### config.mk
export PLATFORM = sky130hd
export DESIGN_NAME = i2c_register_burst_master_top
export DESIGN_NICKNAME = d
export VERILOG_FILES = /design/src/sv/irbm_pkg.sv /design/src/sv/irbm_wbuf.sv /design/src/sv/irbm_seq.sv /design/src/sv/i2c_register_burst_master_top.sv
export SDC_FILE = /design/constraint.sdc
export NUM_CORES = 1
export LEC_CHECK = 0
export CORE_MARGIN = 1.5
export CORE_UTILIZATION = 51
export CTS_BUF_LIST = sky130_fd_sc_hd__clkbuf_4
export CTS_CLUSTER_SIZE = 8
export DETAILED_ROUTE_END_ITERATION = 16
export DONT_BUFFER_PORTS = 1
export PLACE_DENSITY = 0.77
export SLEW_MARGIN = 20
export SYNTH_ARGS = -nofsm -noshare
export SYNTH_HDL_FRONTEND = slang
export SYNTH_HIERARCHICAL = 1
export SYNTH_SLANG_ARGS = --single-unit
### constraint.sdc
create_clock -name clk -period 4.3 [get_ports clk]
set_input_delay 0 -clock clk [delete_from_list [all_inputs] [get_ports clk]]
set_output_delay 0 -clock clk [all_outputs]
set_load 0.005 [all_outputs]
### src/sv/irbm_pkg.sv
// ----------------------------------------------------------------------------
// irbm_pkg
// Shared types and codes for the I2C register burst master.
// ----------------------------------------------------------------------------
package irbm_pkg;

  localparam int MAX_BURST_DEF = 16;

  // input operations
  localparam logic [1:0] OP_TICK  = 2'd0;
  localparam logic [1:0] OP_BEGIN = 2'd1;
  localparam logic [1:0] OP_LOAD  = 2'd2;

  // configuration register indexes
  localparam logic [1:0] CFG_DEV_ADDR = 2'd0;
  localparam logic [1:0] CFG_REG_ADDR = 2'd1;
  localparam logic [1:0] CFG_XFER_LEN = 2'd2;
  localparam logic [1:0] CFG_DIR      = 2'd3;

  localparam logic [6:0] DEV_ADDR_RST = 7'd104;
  localparam logic [7:0] REG_ADDR_RST = 8'd0;
  localparam logic [4:0] XFER_LEN_RST = 5'd1;
  localparam logic       DIR_RST      = 1'b0;

  localparam logic [7:0] BIT_MSB = 8'h80;

  // sequencer phases
  localparam logic [4:0] PH_IDLE    = 5'd0;
  localparam logic [4:0] PH_ST_SDA1 = 5'd1;
  localparam logic [4:0] PH_ST_SCL1 = 5'd2;
  localparam logic [4:0] PH_ST_SDA0 = 5'd3;
  localparam logic [4:0] PH_ST_SCL0 = 5'd4;
  localparam logic [4:0] PH_TX_SDA  = 5'd5;
  localparam logic [4:0] PH_TX_SCLH = 5'd6;
  localparam logic [4:0] PH_TX_SCLL = 5'd7;
  localparam logic [4:0] PH_AK_SDA  = 5'd8;
  localparam logic [4:0] PH_AK_SCLH = 5'd9;
  localparam logic [4:0] PH_AK_SCLL = 5'd10;
  localparam logic [4:0] PH_RX_REL  = 5'd11;
  localparam logic [4:0] PH_RX_SCLH = 5'd12;
  localparam logic [4:0] PH_RX_SCLL = 5'd13;
  localparam logic [4:0] PH_MA_SDA  = 5'd14;
  localparam logic [4:0] PH_MA_SCLH = 5'd15;
  localparam logic [4:0] PH_MA_SCLL = 5'd16;
  localparam logic [4:0] PH_SP_SDA0 = 5'd17;
  localparam logic [4:0] PH_SP_SCL1 = 5'd18;
  localparam logic [4:0] PH_SP_SDA1 = 5'd19;

  // which byte of the frame is on the wire
  localparam logic [1:0] LEG_ADDR_W = 2'd0;
  localparam logic [1:0] LEG_REG    = 2'd1;
  localparam logic [1:0] LEG_DATA   = 2'd2;
  localparam logic [1:0] LEG_ADDR_R = 2'd3;

  typedef struct packed {
    logic [6:0] dev_addr;
    logic [7:0] reg_addr;
    logic [4:0] xfer_len;
    logic       dir;
  } irbm_cfg_t;

  typedef struct packed {
    logic       scl_level;
    logic       sda_drive;
    logic [7:0] read_byte;
    logic       read_valid;
    logic       read_last;
    logic       ack_seen;
    logic       busy;
    logic       done;
  } irbm_res_t;

endpackage

### src/sv/irbm_wbuf.sv
// ----------------------------------------------------------------------------
// irbm_wbuf
// Write data buffer: one write port, one registered read port.
// ----------------------------------------------------------------------------
module irbm_wbuf #(
  parameter int MAX_BURST = irbm_pkg::MAX_BURST_DEF,
  localparam int AW = (MAX_BURST > 1) ? $clog2(MAX_BURST) : 1
) (
  input  logic          clk,
  input  logic          wr_en,
  input  logic [AW-1:0] wr_addr,
  input  logic [7:0]    wr_data,
  input  logic          rd_en,
  input  logic [AW-1:0] rd_addr,
  output logic [7:0]    rd_data
);

  logic [7:0] mem [MAX_BURST];
  logic [7:0] rd_data_r;

  always_ff @(posedge clk) begin
    if (wr_en) begin
      mem[wr_addr] <= wr_data;
    end
  end

  always_ff @(posedge clk) begin
    if (rd_en) begin
      rd_data_r <= mem[rd_addr];
    end
  end

  assign rd_data = rd_data_r;

endmodule

### src/sv/irbm_seq.sv
// ----------------------------------------------------------------------------
// irbm_seq
// Line sequencer: one line action per tick beat, byte shifting, ack slots.
// ----------------------------------------------------------------------------
module irbm_seq #(
  parameter int MAX_BURST = irbm_pkg::MAX_BURST_DEF,
  localparam int AW = (MAX_BURST > 1) ? $clog2(MAX_BURST) : 1,
  localparam int PW = $clog2(MAX_BURST + 1)
) (
  input  logic                clk,
  input  logic                rst_n,
  input  logic                step,
  input  logic [1:0]          op,
  input  logic [7:0]          wbyte,
  input  logic                sda_in,
  input  irbm_pkg::irbm_cfg_t cfg,
  input  logic [7:0]          rd_data,
  output logic                wr_en,
  output logic [AW-1:0]       wr_addr,
  output logic [7:0]          wr_data,
  output logic                rd_en,
  output logic [AW-1:0]       rd_addr,
  output irbm_pkg::irbm_res_t res
);

  localparam logic [PW-1:0] MAXP = PW'(MAX_BURST);
  localparam logic [8:0]    MAX9 = 9'(MAX_BURST);

  logic [4:0]    phase_r, phase_nxt;
  logic [2:0]    bit_r, bit_nxt;
  logic [PW-1:0] left_r, left_nxt;
  logic [7:0]    shift_r, shift_nxt;
  logic [PW-1:0] ptr_r, ptr_nxt;
  logic [1:0]    leg_r, leg_nxt;
  logic          scl_r, scl_nxt;
  logic          sda_r, sda_nxt;

  logic          busy;
  logic [8:0]    len9;
  logic [7:0]    data_byte;
  logic [7:0]    rx_shift;
  logic [PW-1:0] left_dec;

  assign busy      = (phase_r != irbm_pkg::PH_IDLE);
  assign data_byte = (ptr_r < MAXP) ? rd_data : 8'd0;
  assign rx_shift  = shift_r | (sda_in ? (irbm_pkg::BIT_MSB >> bit_r) : 8'd0);
  assign left_dec  = (left_r != '0) ? (left_r - PW'(1)) : left_r;

  always_comb begin
    len9 = {4'd0, cfg.xfer_len};
    if (len9 == 9'd0) begin
      len9 = 9'd1;
    end
    if (len9 > MAX9) begin
      len9 = MAX9;
    end
  end

  assign wr_en   = step && (op == irbm_pkg::OP_LOAD) && !busy && (ptr_r < MAXP);
  assign wr_addr = ptr_r[AW-1:0];
  assign wr_data = wbyte;
  // keep the buffer output tracking the entry the pointer will name next
  assign rd_en   = (ptr_nxt < MAXP);
  assign rd_addr = ptr_nxt[AW-1:0];

  always_comb begin
    phase_nxt = phase_r;
    bit_nxt   = bit_r;
    left_nxt  = left_r;
    shift_nxt = shift_r;
    ptr_nxt   = ptr_r;
    leg_nxt   = leg_r;
    scl_nxt   = scl_r;
    sda_nxt   = sda_r;
    res       = '0;

    if (step) begin
      if (op == irbm_pkg::OP_BEGIN) begin
        if (!busy) begin
          left_nxt  = len9[PW-1:0];
          ptr_nxt   = '0;
          leg_nxt   = irbm_pkg::LEG_ADDR_W;
          bit_nxt   = 3'd0;
          shift_nxt = {cfg.dev_addr, 1'b0};
          phase_nxt = irbm_pkg::PH_ST_SDA1;
        end
      end else if (op == irbm_pkg::OP_LOAD) begin
        if (wr_en) begin
          ptr_nxt = ptr_r + PW'(1);
        end
      end else if (op == irbm_pkg::OP_TICK && busy) begin
        case (phase_r)
          irbm_pkg::PH_ST_SDA1: begin
            sda_nxt = 1'b1; phase_nxt = irbm_pkg::PH_ST_SCL1;
          end
          irbm_pkg::PH_ST_SCL1: begin
            scl_nxt = 1'b1; phase_nxt = irbm_pkg::PH_ST_SDA0;
          end
          irbm_pkg::PH_ST_SDA0: begin
            sda_nxt = 1'b0; phase_nxt = irbm_pkg::PH_ST_SCL0;
          end
          irbm_pkg::PH_ST_SCL0: begin
            scl_nxt = 1'b0; bit_nxt = 3'd0; phase_nxt = irbm_pkg::PH_TX_SDA;
          end
          irbm_pkg::PH_TX_SDA: begin
            sda_nxt   = ((shift_r & (irbm_pkg::BIT_MSB >> bit_r)) != 8'd0);
            phase_nxt = irbm_pkg::PH_TX_SCLH;
          end
          irbm_pkg::PH_TX_SCLH: begin
            scl_nxt = 1'b1; phase_nxt = irbm_pkg::PH_TX_SCLL;
          end
          irbm_pkg::PH_TX_SCLL: begin
            scl_nxt = 1'b0;
            if (bit_r == 3'd7) begin
              bit_nxt = 3'd0; phase_nxt = irbm_pkg::PH_AK_SDA;
            end else begin
              bit_nxt = bit_r + 3'd1; phase_nxt = irbm_pkg::PH_TX_SDA;
            end
          end
          irbm_pkg::PH_AK_SDA: begin
            sda_nxt = 1'b1; phase_nxt = irbm_pkg::PH_AK_SCLH;
          end
          irbm_pkg::PH_AK_SCLH: begin
            scl_nxt = 1'b1; res.ack_seen = sda_in; phase_nxt = irbm_pkg::PH_AK_SCLL;
          end
          irbm_pkg::PH_AK_SCLL: begin
            scl_nxt = 1'b0;
            bit_nxt = 3'd0;
            case (leg_r)
              irbm_pkg::LEG_ADDR_W: begin
                shift_nxt = cfg.reg_addr;
                leg_nxt   = irbm_pkg::LEG_REG;
                phase_nxt = irbm_pkg::PH_TX_SDA;
              end
              irbm_pkg::LEG_REG: begin
                if (cfg.dir) begin
                  // repeated start, then address with the read bit
                  shift_nxt = {cfg.dev_addr, 1'b1};
                  leg_nxt   = irbm_pkg::LEG_ADDR_R;
                  phase_nxt = irbm_pkg::PH_ST_SDA1;
                end else begin
                  shift_nxt = data_byte;
                  if (ptr_r < MAXP) begin
                    ptr_nxt = ptr_r + PW'(1);
                  end
                  leg_nxt   = irbm_pkg::LEG_DATA;
                  phase_nxt = irbm_pkg::PH_TX_SDA;
                end
              end
              irbm_pkg::LEG_DATA: begin
                left_nxt = left_dec;
                if (left_dec != '0) begin
                  shift_nxt = data_byte;
                  if (ptr_r < MAXP) begin
                    ptr_nxt = ptr_r + PW'(1);
                  end
                  phase_nxt = irbm_pkg::PH_TX_SDA;
                end else begin
                  phase_nxt = irbm_pkg::PH_SP_SDA0;
                end
              end
              default: begin
                phase_nxt = irbm_pkg::PH_RX_REL;
              end
            endcase
          end
          irbm_pkg::PH_RX_REL: begin
            sda_nxt   = 1'b1;
            shift_nxt = 8'd0;
            bit_nxt   = 3'd0;
            phase_nxt = irbm_pkg::PH_RX_SCLH;
          end
          irbm_pkg::PH_RX_SCLH: begin
            scl_nxt   = 1'b1;
            shift_nxt = rx_shift;
            if (bit_r == 3'd7) begin
              res.read_valid = 1'b1;
              res.read_byte  = rx_shift;
              res.read_last  = (left_r == PW'(1));
            end
            phase_nxt = irbm_pkg::PH_RX_SCLL;
          end
          irbm_pkg::PH_RX_SCLL: begin
            scl_nxt = 1'b0;
            if (bit_r == 3'd7) begin
              bit_nxt = 3'd0; phase_nxt = irbm_pkg::PH_MA_SDA;
            end else begin
              bit_nxt = bit_r + 3'd1; phase_nxt = irbm_pkg::PH_RX_SCLH;
            end
          end
          irbm_pkg::PH_MA_SDA: begin
            // nack on the last byte
            sda_nxt   = (left_r <= PW'(1));
            phase_nxt = irbm_pkg::PH_MA_SCLH;
          end
          irbm_pkg::PH_MA_SCLH: begin
            scl_nxt = 1'b1; phase_nxt = irbm_pkg::PH_MA_SCLL;
          end
          irbm_pkg::PH_MA_SCLL: begin
            scl_nxt   = 1'b0;
            left_nxt  = left_dec;
            phase_nxt = (left_dec != '0) ? irbm_pkg::PH_RX_REL : irbm_pkg::PH_SP_SDA0;
          end
          irbm_pkg::PH_SP_SDA0: begin
            sda_nxt = 1'b0; phase_nxt = irbm_pkg::PH_SP_SCL1;
          end
          irbm_pkg::PH_SP_SCL1: begin
            scl_nxt = 1'b1; phase_nxt = irbm_pkg::PH_SP_SDA1;
          end
          irbm_pkg::PH_SP_SDA1: begin
            sda_nxt   = 1'b1;
            res.done  = 1'b1;
            ptr_nxt   = '0;
            phase_nxt = irbm_pkg::PH_IDLE;
          end
          default: begin
            phase_nxt = irbm_pkg::PH_IDLE;
          end
        endcase
      end
    end

    res.scl_level = scl_nxt;
    res.sda_drive = sda_nxt;
    res.busy      = (phase_nxt != irbm_pkg::PH_IDLE);
  end

  always_ff @(posedge clk) begin
    if (!rst_n) begin
      phase_r <= irbm_pkg::PH_IDLE;
      bit_r   <= 3'd0;
      left_r  <= '0;
      shift_r <= 8'd0;
      ptr_r   <= '0;
      leg_r   <= irbm_pkg::LEG_ADDR_W;
      scl_r   <= 1'b1;
      sda_r   <= 1'b1;
    end else begin
      phase_r <= phase_nxt;
      bit_r   <= bit_nxt;
      left_r  <= left_nxt;
      shift_r <= shift_nxt;
      ptr_r   <= ptr_nxt;
      leg_r   <= leg_nxt;
      scl_r   <= scl_nxt;
      sda_r   <= sda_nxt;
    end
  end

endmodule

### src/sv/i2c_register_burst_master_top.sv
// ----------------------------------------------------------------------------
// i2c_register_burst_master_top
// I2C master for register write and read bursts on open-drain SCL/SDA. Each
// input beat is one operation: a tick performs exactly one line action while
// busy; while idle, a begin starts a transaction with the current
// configuration and a load appends one byte to the write buffer if not full.
// Every input beat yields exactly one result beat carrying the line drives
// after that step, a received byte when its eighth bit is sampled, the
// sampled slave acknowledge, and the busy/done flags. Each beat is registered
// into the result register, so one beat per cycle is sustained while results
// are taken: a new beat is taken when no result is held or the held one is
// taken in the same cycle. Configuration writes are taken in every cycle.
// ----------------------------------------------------------------------------
module i2c_register_burst_master_top #(
  parameter int MAX_BURST = irbm_pkg::MAX_BURST_DEF
) (
  input  logic       clk,
  input  logic       rst_n,

  input  logic       in_valid,
  output logic       in_ready,
  input  logic [1:0] in_op,
  input  logic [7:0] in_write_byte,
  input  logic       in_sda_in,

  output logic       out_valid,
  input  logic       out_ready,
  output logic       out_scl_level,
  output logic       out_sda_drive,
  output logic [7:0] out_read_byte,
  output logic       out_read_valid,
  output logic       out_read_last,
  output logic       out_ack_seen,
  output logic       out_busy_res,
  output logic       out_done_res,

  input  logic       cfg_valid,
  output logic       cfg_ready,
  input  logic [1:0] cfg_index,
  input  logic [7:0] cfg_data
);

  localparam int AW = (MAX_BURST > 1) ? $clog2(MAX_BURST) : 1;

  irbm_pkg::irbm_cfg_t cfg_r;
  irbm_pkg::irbm_res_t res;
  irbm_pkg::irbm_res_t res_r;
  logic                out_valid_r;
  logic                step;
  logic                wr_en;
  logic [AW-1:0]       wr_addr;
  logic [7:0]          wr_data;
  logic                rd_en;
  logic [AW-1:0]       rd_addr;
  logic [7:0]          rd_data;

  assign cfg_ready = 1'b1;
  assign in_ready  = !out_valid_r || out_ready;
  assign step      = in_valid && in_ready;

  always_ff @(posedge clk) begin
    if (!rst_n) begin
      cfg_r.dev_addr <= irbm_pkg::DEV_ADDR_RST;
      cfg_r.reg_addr <= irbm_pkg::REG_ADDR_RST;
      cfg_r.xfer_len <= irbm_pkg::XFER_LEN_RST;
      cfg_r.dir      <= irbm_pkg::DIR_RST;
    end else if (cfg_valid) begin
      case (cfg_index)
        irbm_pkg::CFG_DEV_ADDR: cfg_r.dev_addr <= cfg_data[6:0];
        irbm_pkg::CFG_REG_ADDR: cfg_r.reg_addr <= cfg_data;
        irbm_pkg::CFG_XFER_LEN: cfg_r.xfer_len <= cfg_data[4:0];
        irbm_pkg::CFG_DIR:      cfg_r.dir      <= cfg_data[0];
        default: ;
      endcase
    end
  end

  irbm_seq #(
    .MAX_BURST(MAX_BURST)
  ) u_seq (
    .clk     (clk),
    .rst_n   (rst_n),
    .step    (step),
    .op      (in_op),
    .wbyte   (in_write_byte),
    .sda_in  (in_sda_in),
    .cfg     (cfg_r),
    .rd_data (rd_data),
    .wr_en   (wr_en),
    .wr_addr (wr_addr),
    .wr_data (wr_data),
    .rd_en   (rd_en),
    .rd_addr (rd_addr),
    .res     (res)
  );

  irbm_wbuf #(
    .MAX_BURST(MAX_BURST)
  ) u_wbuf (
    .clk     (clk),
    .wr_en   (wr_en),
    .wr_addr (wr_addr),
    .wr_data (wr_data),
    .rd_en   (rd_en),
    .rd_addr (rd_addr),
    .rd_data (rd_data)
  );

  // result register: a new beat loads when none is held or the held one is taken
  always_ff @(posedge clk) begin
    if (!rst_n) begin
      out_valid_r <= 1'b0;
    end else if (step) begin
      out_valid_r <= 1'b1;
    end else if (out_ready) begin
      out_valid_r <= 1'b0;
    end
  end

  always_ff @(posedge clk) begin
    if (step) begin
      res_r <= res;
    end
  end

  assign out_valid      = out_valid_r;
  assign out_scl_level  = res_r.scl_level;
  assign out_sda_drive  = res_r.sda_drive;
  assign out_read_byte  = res_r.read_byte;
  assign out_read_valid = res_r.read_valid;
  assign out_read_last  = res_r.read_last;
  assign out_ack_seen   = res_r.ack_seen;
  assign out_busy_res   = res_r.busy;
  assign out_done_res   = res_r.done;

endmodule
# Word level (Yosys, flattened, before mapping)
# Memory sizes are Yosys's and may differ from the RTL's. A register that Yosys moved wholly into a read port is not among the register bits.
# Cells that the tools add are included.
# word_totals
regBits	67
latch_bits	0
ram_bits	128
romBits	0
inputBits	26
output_inout_bits	18
word_cells	182
memories	1
# classes
addsub	3
mul	0
div	0
magnitude_cmp	4
n_eq_ne	33
shifts	1
n_mux	71
bitwise_logic	6
n_reduce_logical	42
# memory_table
name	depth	word_bits	read_ports	rd_clocked_by_memory_dff	wr	line	source
u_wbuf.mem	16	8	1	1	1	irbm_wbuf.sv:18	logic [7:0] mem [MAX_BURST];
# op_table
op	n
2-to-1 mux 5 bit	24
case mux 5 bit (18 select lines)	1
2-to-1 mux 8 bit	8
case mux 8 bit (3 select lines)	2
equality test 5 x 4 -> 1 bit (second input constant)	8
case mux 5 bit (2 select lines)	3
equality test 5 x 3 -> 1 bit (second input constant)	4
equality test 5 bit (second input constant)	4
nonzero test 5 bit	4
2-to-1 mux 3 bit	6
case mux 5 bit (3 select lines)	1
2-to-1 mux 1 bit	14
2-to-1 mux 2 bit	7
AND reduction 6 bit	2
OR reduction 4 bit	3
equality test 5 x 1 -> 1 bit (second input constant)	2
equality test 5 x 2 -> 1 bit (second input constant)	2
< comparator 5 bit (second input constant)	2
OR reduction 5 bit	2
nonzero test 3 bit	3
bitwise AND 8 bit	1
equality test 2 bit (second input constant)	4
OR 8 bit	1
AND reduction 2 bit	4
31 further kinds	48

# Longest topological paths before layout
# depth
word_depth	11
depth_mapped	15

# Hierarchy
# Netlist, hierarchy kept.
# modules_own_cells
mod	n_inst	cells_per_inst	area_per_inst_um2	seq_area_each_um2
irbm_wbuf	1	229	5227.5	4083.9
irbm_seq	1	484	3398.3	600.6
i2c_register_burst_master_top	1	106	1348.8	890.9

# Worst setup path before layout
# No wires, ideal clock.
# synth_timing
kind	reg2reg
from	register u_seq.left_r[1]
to	register u_wbuf.rd_data_r[1], in the netlist u_wbuf/rd_data[1] (read register of u_wbuf.mem) (data pin)
setup_ns	0.259
arrival_time_ns	3.134
t_required_ns	4.041
path_slack_ns	0.907
stages_incl_launch_ff	15
n_path_buf	3
synth_period_minus_slack_ns	3.393
path_cell_list	dfxtp_1 > inv_1 > ha_1 > or3b_2 > o22ai_4 > and2_1 > o21ai_0 > a21oi_1 > or2_2 > buf_4 > buf_6 > buf_6 > mux4_1 > a22oi_1 > nand2_1
# synth_via
elab_chain_len	11
# synth_lines
item	line	source
start: declaration	irbm_seq.sv:31	logic [PW-1:0] left_r, left_nxt;
start signal: assignment	irbm_seq.sv:241	left_r <= left_nxt;
subtractor 5 x 1 -> 5 bit or nonzero test 5 bit (tied branches)	irbm_seq.sv:47	assign left_dec = (left_r != '0) ? (left_r - PW'(1)) : left_r;
2-to-1 mux 5 bit *	irbm_seq.sv:47	
nonzero test 5 bit *	irbm_seq.sv:152	if (left_dec != '0) begin
2-to-1 mux 5 bit *	irbm_seq.sv:152	
case mux 5 bit (2 select lines) *	irbm_seq.sv:129	case (leg_r)
case mux 5 bit (2 select lines) *	irbm_seq.sv:92	case (phase_r)
2-to-1 mux 5 bit *	irbm_seq.sv:91	end else if (op == irbm_pkg::OP_TICK && busy) begin
2-to-1 mux 5 bit *	irbm_seq.sv:87	end else if (op == irbm_pkg::OP_LOAD) begin
2-to-1 mux 5 bit *	irbm_seq.sv:78	if (op == irbm_pkg::OP_BEGIN) begin
2-to-1 mux 5 bit *	irbm_seq.sv:77	if (step) begin
via u_seq.ptr_nxt[0]	irbm_seq.sv:33	logic [PW-1:0] ptr_r, ptr_nxt;
< comparator 5 bit	irbm_seq.sv:63	assign rd_en = (ptr_nxt < MAXP);
end: declaration	irbm_wbuf.sv:19	logic [7:0] rd_data_r;
# Mark *: on every way through the listed nets, which the timed path passes. The rest lies on a longest branch.
# A chain may end at the register's enable or synchronous reset.

# Worst setup path in the final report
# layout_timing
from	register u_seq.left_r[1]
to	register u_wbuf.rd_data_r[3], in the netlist u_wbuf/rd_data[3] (read register of u_wbuf.mem) (data pin)
# layout_via
elab_chain_len	11
# layout_lines
item	line	source
subtractor 5 x 1 -> 5 bit or nonzero test 5 bit (tied branches)	irbm_seq.sv:47	
2-to-1 mux 5 bit *	irbm_seq.sv:47	
nonzero test 5 bit *	irbm_seq.sv:152	
2-to-1 mux 5 bit *	irbm_seq.sv:152	
case mux 5 bit (2 select lines) *	irbm_seq.sv:129	
case mux 5 bit (2 select lines) *	irbm_seq.sv:92	
2-to-1 mux 5 bit *	irbm_seq.sv:91	
2-to-1 mux 5 bit *	irbm_seq.sv:87	
2-to-1 mux 5 bit *	irbm_seq.sv:78	
2-to-1 mux 5 bit *	irbm_seq.sv:77	
via rd_addr[0]	i2c_register_burst_master_top.sv:54	logic [AW-1:0] rd_addr;
< comparator 5 bit	irbm_seq.sv:63	
# Marks and branches as above.

==> impl_summary.txt <==
----------------------------------------------------
[Outcome]
  Outcome ... complete, no violations

[Routing]
  Per-cell routed wire length ... about 20 µm
  DR pass1 iterations ... 6
  Count of antenna-violating nets left after detailed routing ... 0
  Vias per cell ... 6.011
  Remaining routing DRC violations ... 0
  Total detailed-routing wirelength ... roughly 23 mm
  First-iteration detailed-routing DRC count ... 740
  DR vias ... around 6900

[Pwr]
  VDD IR max ... 0.3116 mV
  Internal power ... around 0.003 W
  LEAKAGE ... about 3.7 nW
  Pwr/cell area ... about 360 mW/mm²
  Switching share of power ... a little under a quarter
  Combinational Power Share ... between 6 and 7%
  Net Switching ... 0.0009415 W
  Proportion of power drawn by the clock network ... approximately two fifths
  Post-layout total power ... between 0.003 and 0.004 W
  Part of the total power dissipated in sequential elements ... between 50 and 60%

[Die]
  Width of the die ... ~140 µm
  Die height ... 142.9 µm
  I/O pins ... between 40 and 50
  Starting density of the core ... a little over half
  Count of standard-cell rows ... 50
  Area inside the core boundary ... roughly 0.019 mm²
  DIE AREA ... 0.02041 mm²

[Global routing]
  Wire length of the first global-routing pass ... ~36 mm
  Number of global-route vias before repair ... approximately 7000
  Total global-route track usage ... approximately a quarter
  Maximum number of pins on one net before global-route repair ... just under 50
  Remaining Overflow, GRT ... 0
  Antenna violations before repair ... 0

[Final layout]
  Antenna diodes ... 0
  Count of nets after finishing ... 900
  Fill cell instance count of the final layout ... around 1500
  Layout cell share with drive strength beyond 1 ... 15.77%
  Area overhead of the layout relative to synthesis ... 10.70%
  Total area of sequential cells ... ~0.0056 mm²
  Multi-input gate area ... 0.003909 mm²

[Synthesis]
  Most frequent cells after synthesis ... edfxtp_1, nand2_1, nor2_1
  Top cells by area, synth ... edfxtp_1, dfxtp_1, mux4_2, mux4_1, nand2_1
  Register bit total from synthesis ... 203
  Instance count of the mapped netlist ... 819
  Primary flip-flop cell chosen by synthesis mapping ... edfxtp_1
  Yosys top cell area share ... a little under half
  Post-Synthesis Net Count ... 860
  Synth cell types ... 83
  Register area share after synthesis ... between 50 and 60%
  Average footprint of a synthesized cell ... approximately 12 µm²
  Number of synthesized flops with an enable pin ... 151
  Yosys top cell by area ... edfxtp_1
  Number of warnings reported in the yosys synthesis log ... 6
  Async set or reset register ratio after synthesis ... 0%
  Area of the mapped netlist ... 0.009975 mm²
  Most instantiated library cell after synthesis ... edfxtp_1

[Setup path]
  Cells along the critical path ... inv_1 -> ha_1 -> or3b_2 -> o22ai_4 -> and2_1 -> o21ai_0 -> a21oi_1 -> or2_2 -> buf_12 -> mux4_1 -> a22oi_1 -> nand2_1
  Largest stage delay on the critical path ... between 0.5 and 0.6 ns
  Crit Path Category ... flop to flop
  Crit-path leading delay family ... simple AND/OR/NAND/NOR gates
  Arrival time reported for the critical path endpoint ... 4.18 ns
  Slowest-stage cell, CP ... mux4_1
  Critical path launch point type ... flop
  Critical path endpoint category ... flop
  WP buf/inv ... 2
  Required time of the worst setup path ... about 4.7 ns
  Max Fanout on Critical Path ... 32

[CTS]
  Clock tree sinks ... just over 200
  Number of buffers added by the clock tree synthesis step ... 48
  Clk Latency, worst-skew pair ... between 0.6 and 0.7 ns
  CTS Root Cell ... clkbuf_4
  H-Tree Level Count ... 2
  Clock slew at the register clock pins of the worst setup and hold paths ... 0.08 ns
  Number of gates resized after CTS ... 0
  Number of buffers between clock root and the deepest sink ... 3
  Clock tree from TritonCTS ... yes

[Min path]
  Class of the tightest hold or removal check ... input pin to flop

[Timing]
  Worst slew pin tran ... 0.9382 ns
  Maximum frequency from static timing analysis ... 0.2644 GHz
  Final-report hold violation count ... 0
  Worst rel slew slack ... ~37%
  Pins Over Slew Limit ... 0
  Final Critical Period ... between 3 and 4 ns
  RSZ-0062 raised after global routing ... no
  Sum Neg Setup Slack ... 0 ns
  Final-report setup violation count ... 0
  Post-route fraction of the period consumed by the critical path ... a little under 90%
  Worst Clk Skew ... between 0.05 and 0.06 ns

[Placed design]
  Number of buffers inserted by port buffering ... 0
  Placer Congestion ... roughly 0.94
  HPWL reported at the end of detailed placement ... around 14 mm

[Job]
  Number of max-cap violations ... 0

----------------------------------------------------
worst reg2reg max path, cell delays in order (launching register included):
cell	delay, ns
dfxtp_1	0.45
inv_1	0.13
ha_1	0.31
or3b_2	0.47
o22ai_4	0.23
and2_1	0.21
o21ai_0	0.09
a21oi_1	0.26
or2_2	0.19
buf_12	0.24
mux4_1	0.59
a22oi_1	0.27
nand2_1	0.08
power by group through the flow:
stage	combinational (W)	clock (W)	sequential, W
floorplan	0.000202	0	0.00219
CTS	0.000267	0.00155	0.00216
detailed placement	0.000213	0	0.00220
global placement	0.000209	0	0.00220
global route	0.000294	0.00167	0.00216
finish	0.000270	0.00151	0.00216
state kept, by name, indices dropped and copies added, names as in the netlist:
name,count
out_done_res,1
out_sda_drive,1
u_seq/ptr_r,5
cfg_r,21
out_busy_res,1
u_seq/shift_r,8
out_ack_seen,1
u_seq/bit_r,3
out_valid,1
u_seq/phase_r,5
u_seq/left_r,5
u_seq/leg_r,2
u_wbuf/mem,128
u_seq/scl_r,1
out_read_byte,8
out_read_last,1
out_scl_level,1
out_read_valid,1
u_seq/sda_r,1
u_wbuf/rd_data,8
layer usage:
metal	routed length (µm)	up-vias	GRT usage (%)	part of all wire, %
met3	1725	44	5.064	7.5
li1	-	3229	-	-
met4	448	0	7.813	2.0
met2	11530	300	39.93	50
met5	0	-	0	0
met1	9233	3364	29.40	40
timing repair:
| action | CTS | global route |
|---|---|---|
| endpoints found under the hold margin | 195 | 0 |
| hold buffers | 37 | 0 |
| buffers inserted | 0 | 0 |
cell families (layout without fill, tap and decap cells):
group	Yosys count	after routing	synth area share, %
compound gates	175	175	12.46
xor+xnor	4	4	0.3513
fa+ha+maj	15	15	1.882
buf+inv	91	166	4.917
flops	203	203	55.90
mux	58	58	10.39
other cells	1	1	0.03760
simple gates	272	272	14.07
layout by cell type, fill, tap and decap left out, types with 20 or more instances in the layout:
cell	n
edfxtp_1	151
dlygate4sd3_1	36
buf_4	20
nand2_1	75
clkbuf_4	69
mux2i_1	24
a21oi_1	33
nor2_1	65
inv_1	22
dfxtp_1	52
o21ai_0	28
metrics by stage:
stage               area, µm²  utilization [%]  std cells  hold WS, ns  worst slack, ns
floorplan                9975                -        819       0.1146           0.9071
global placement        10070            53.10       1032      0.08123           0.6889
detailed placement      10070            53.10       1032      0.08711           0.5529
CTS                     11040            58.25       1154      0.01509           0.5273
global route            11040            58.25       1154      0.01175           0.2885
finish                  11040            58.25       1154      0.04383           0.5172
final timing paths:
check,start,to,slack [ns],depth (start not counted)
max,u_seq/left_r[1]$_SDFFE_PN0P_,u_wbuf/rd_data[3]$_DFFE_PP_,0.52,12
min,cfg_data[7],cfg_r[13]$_SDFFE_PN0P_,0.04,3
max reg2reg,u_seq/left_r[1]$_SDFFE_PN0P_,u_wbuf/rd_data[3]$_DFFE_PP_,0.52,12
min reg2reg,cfg_r[13]$_SDFFE_PN0P_,cfg_r[13]$_SDFFE_PN0P_,0.47,2
layout make-up:
class	count	area share [%]
well taps	260	2.946
flip-flops and latches	203	50.49
clock inverters	16	0.7026
repair buffers	58	4.986
clock buffers	69	4.691
multi-input cells	525	35.40
inverters	23	0.7819
Note: power is estimated with default switching activity, not from simulation.
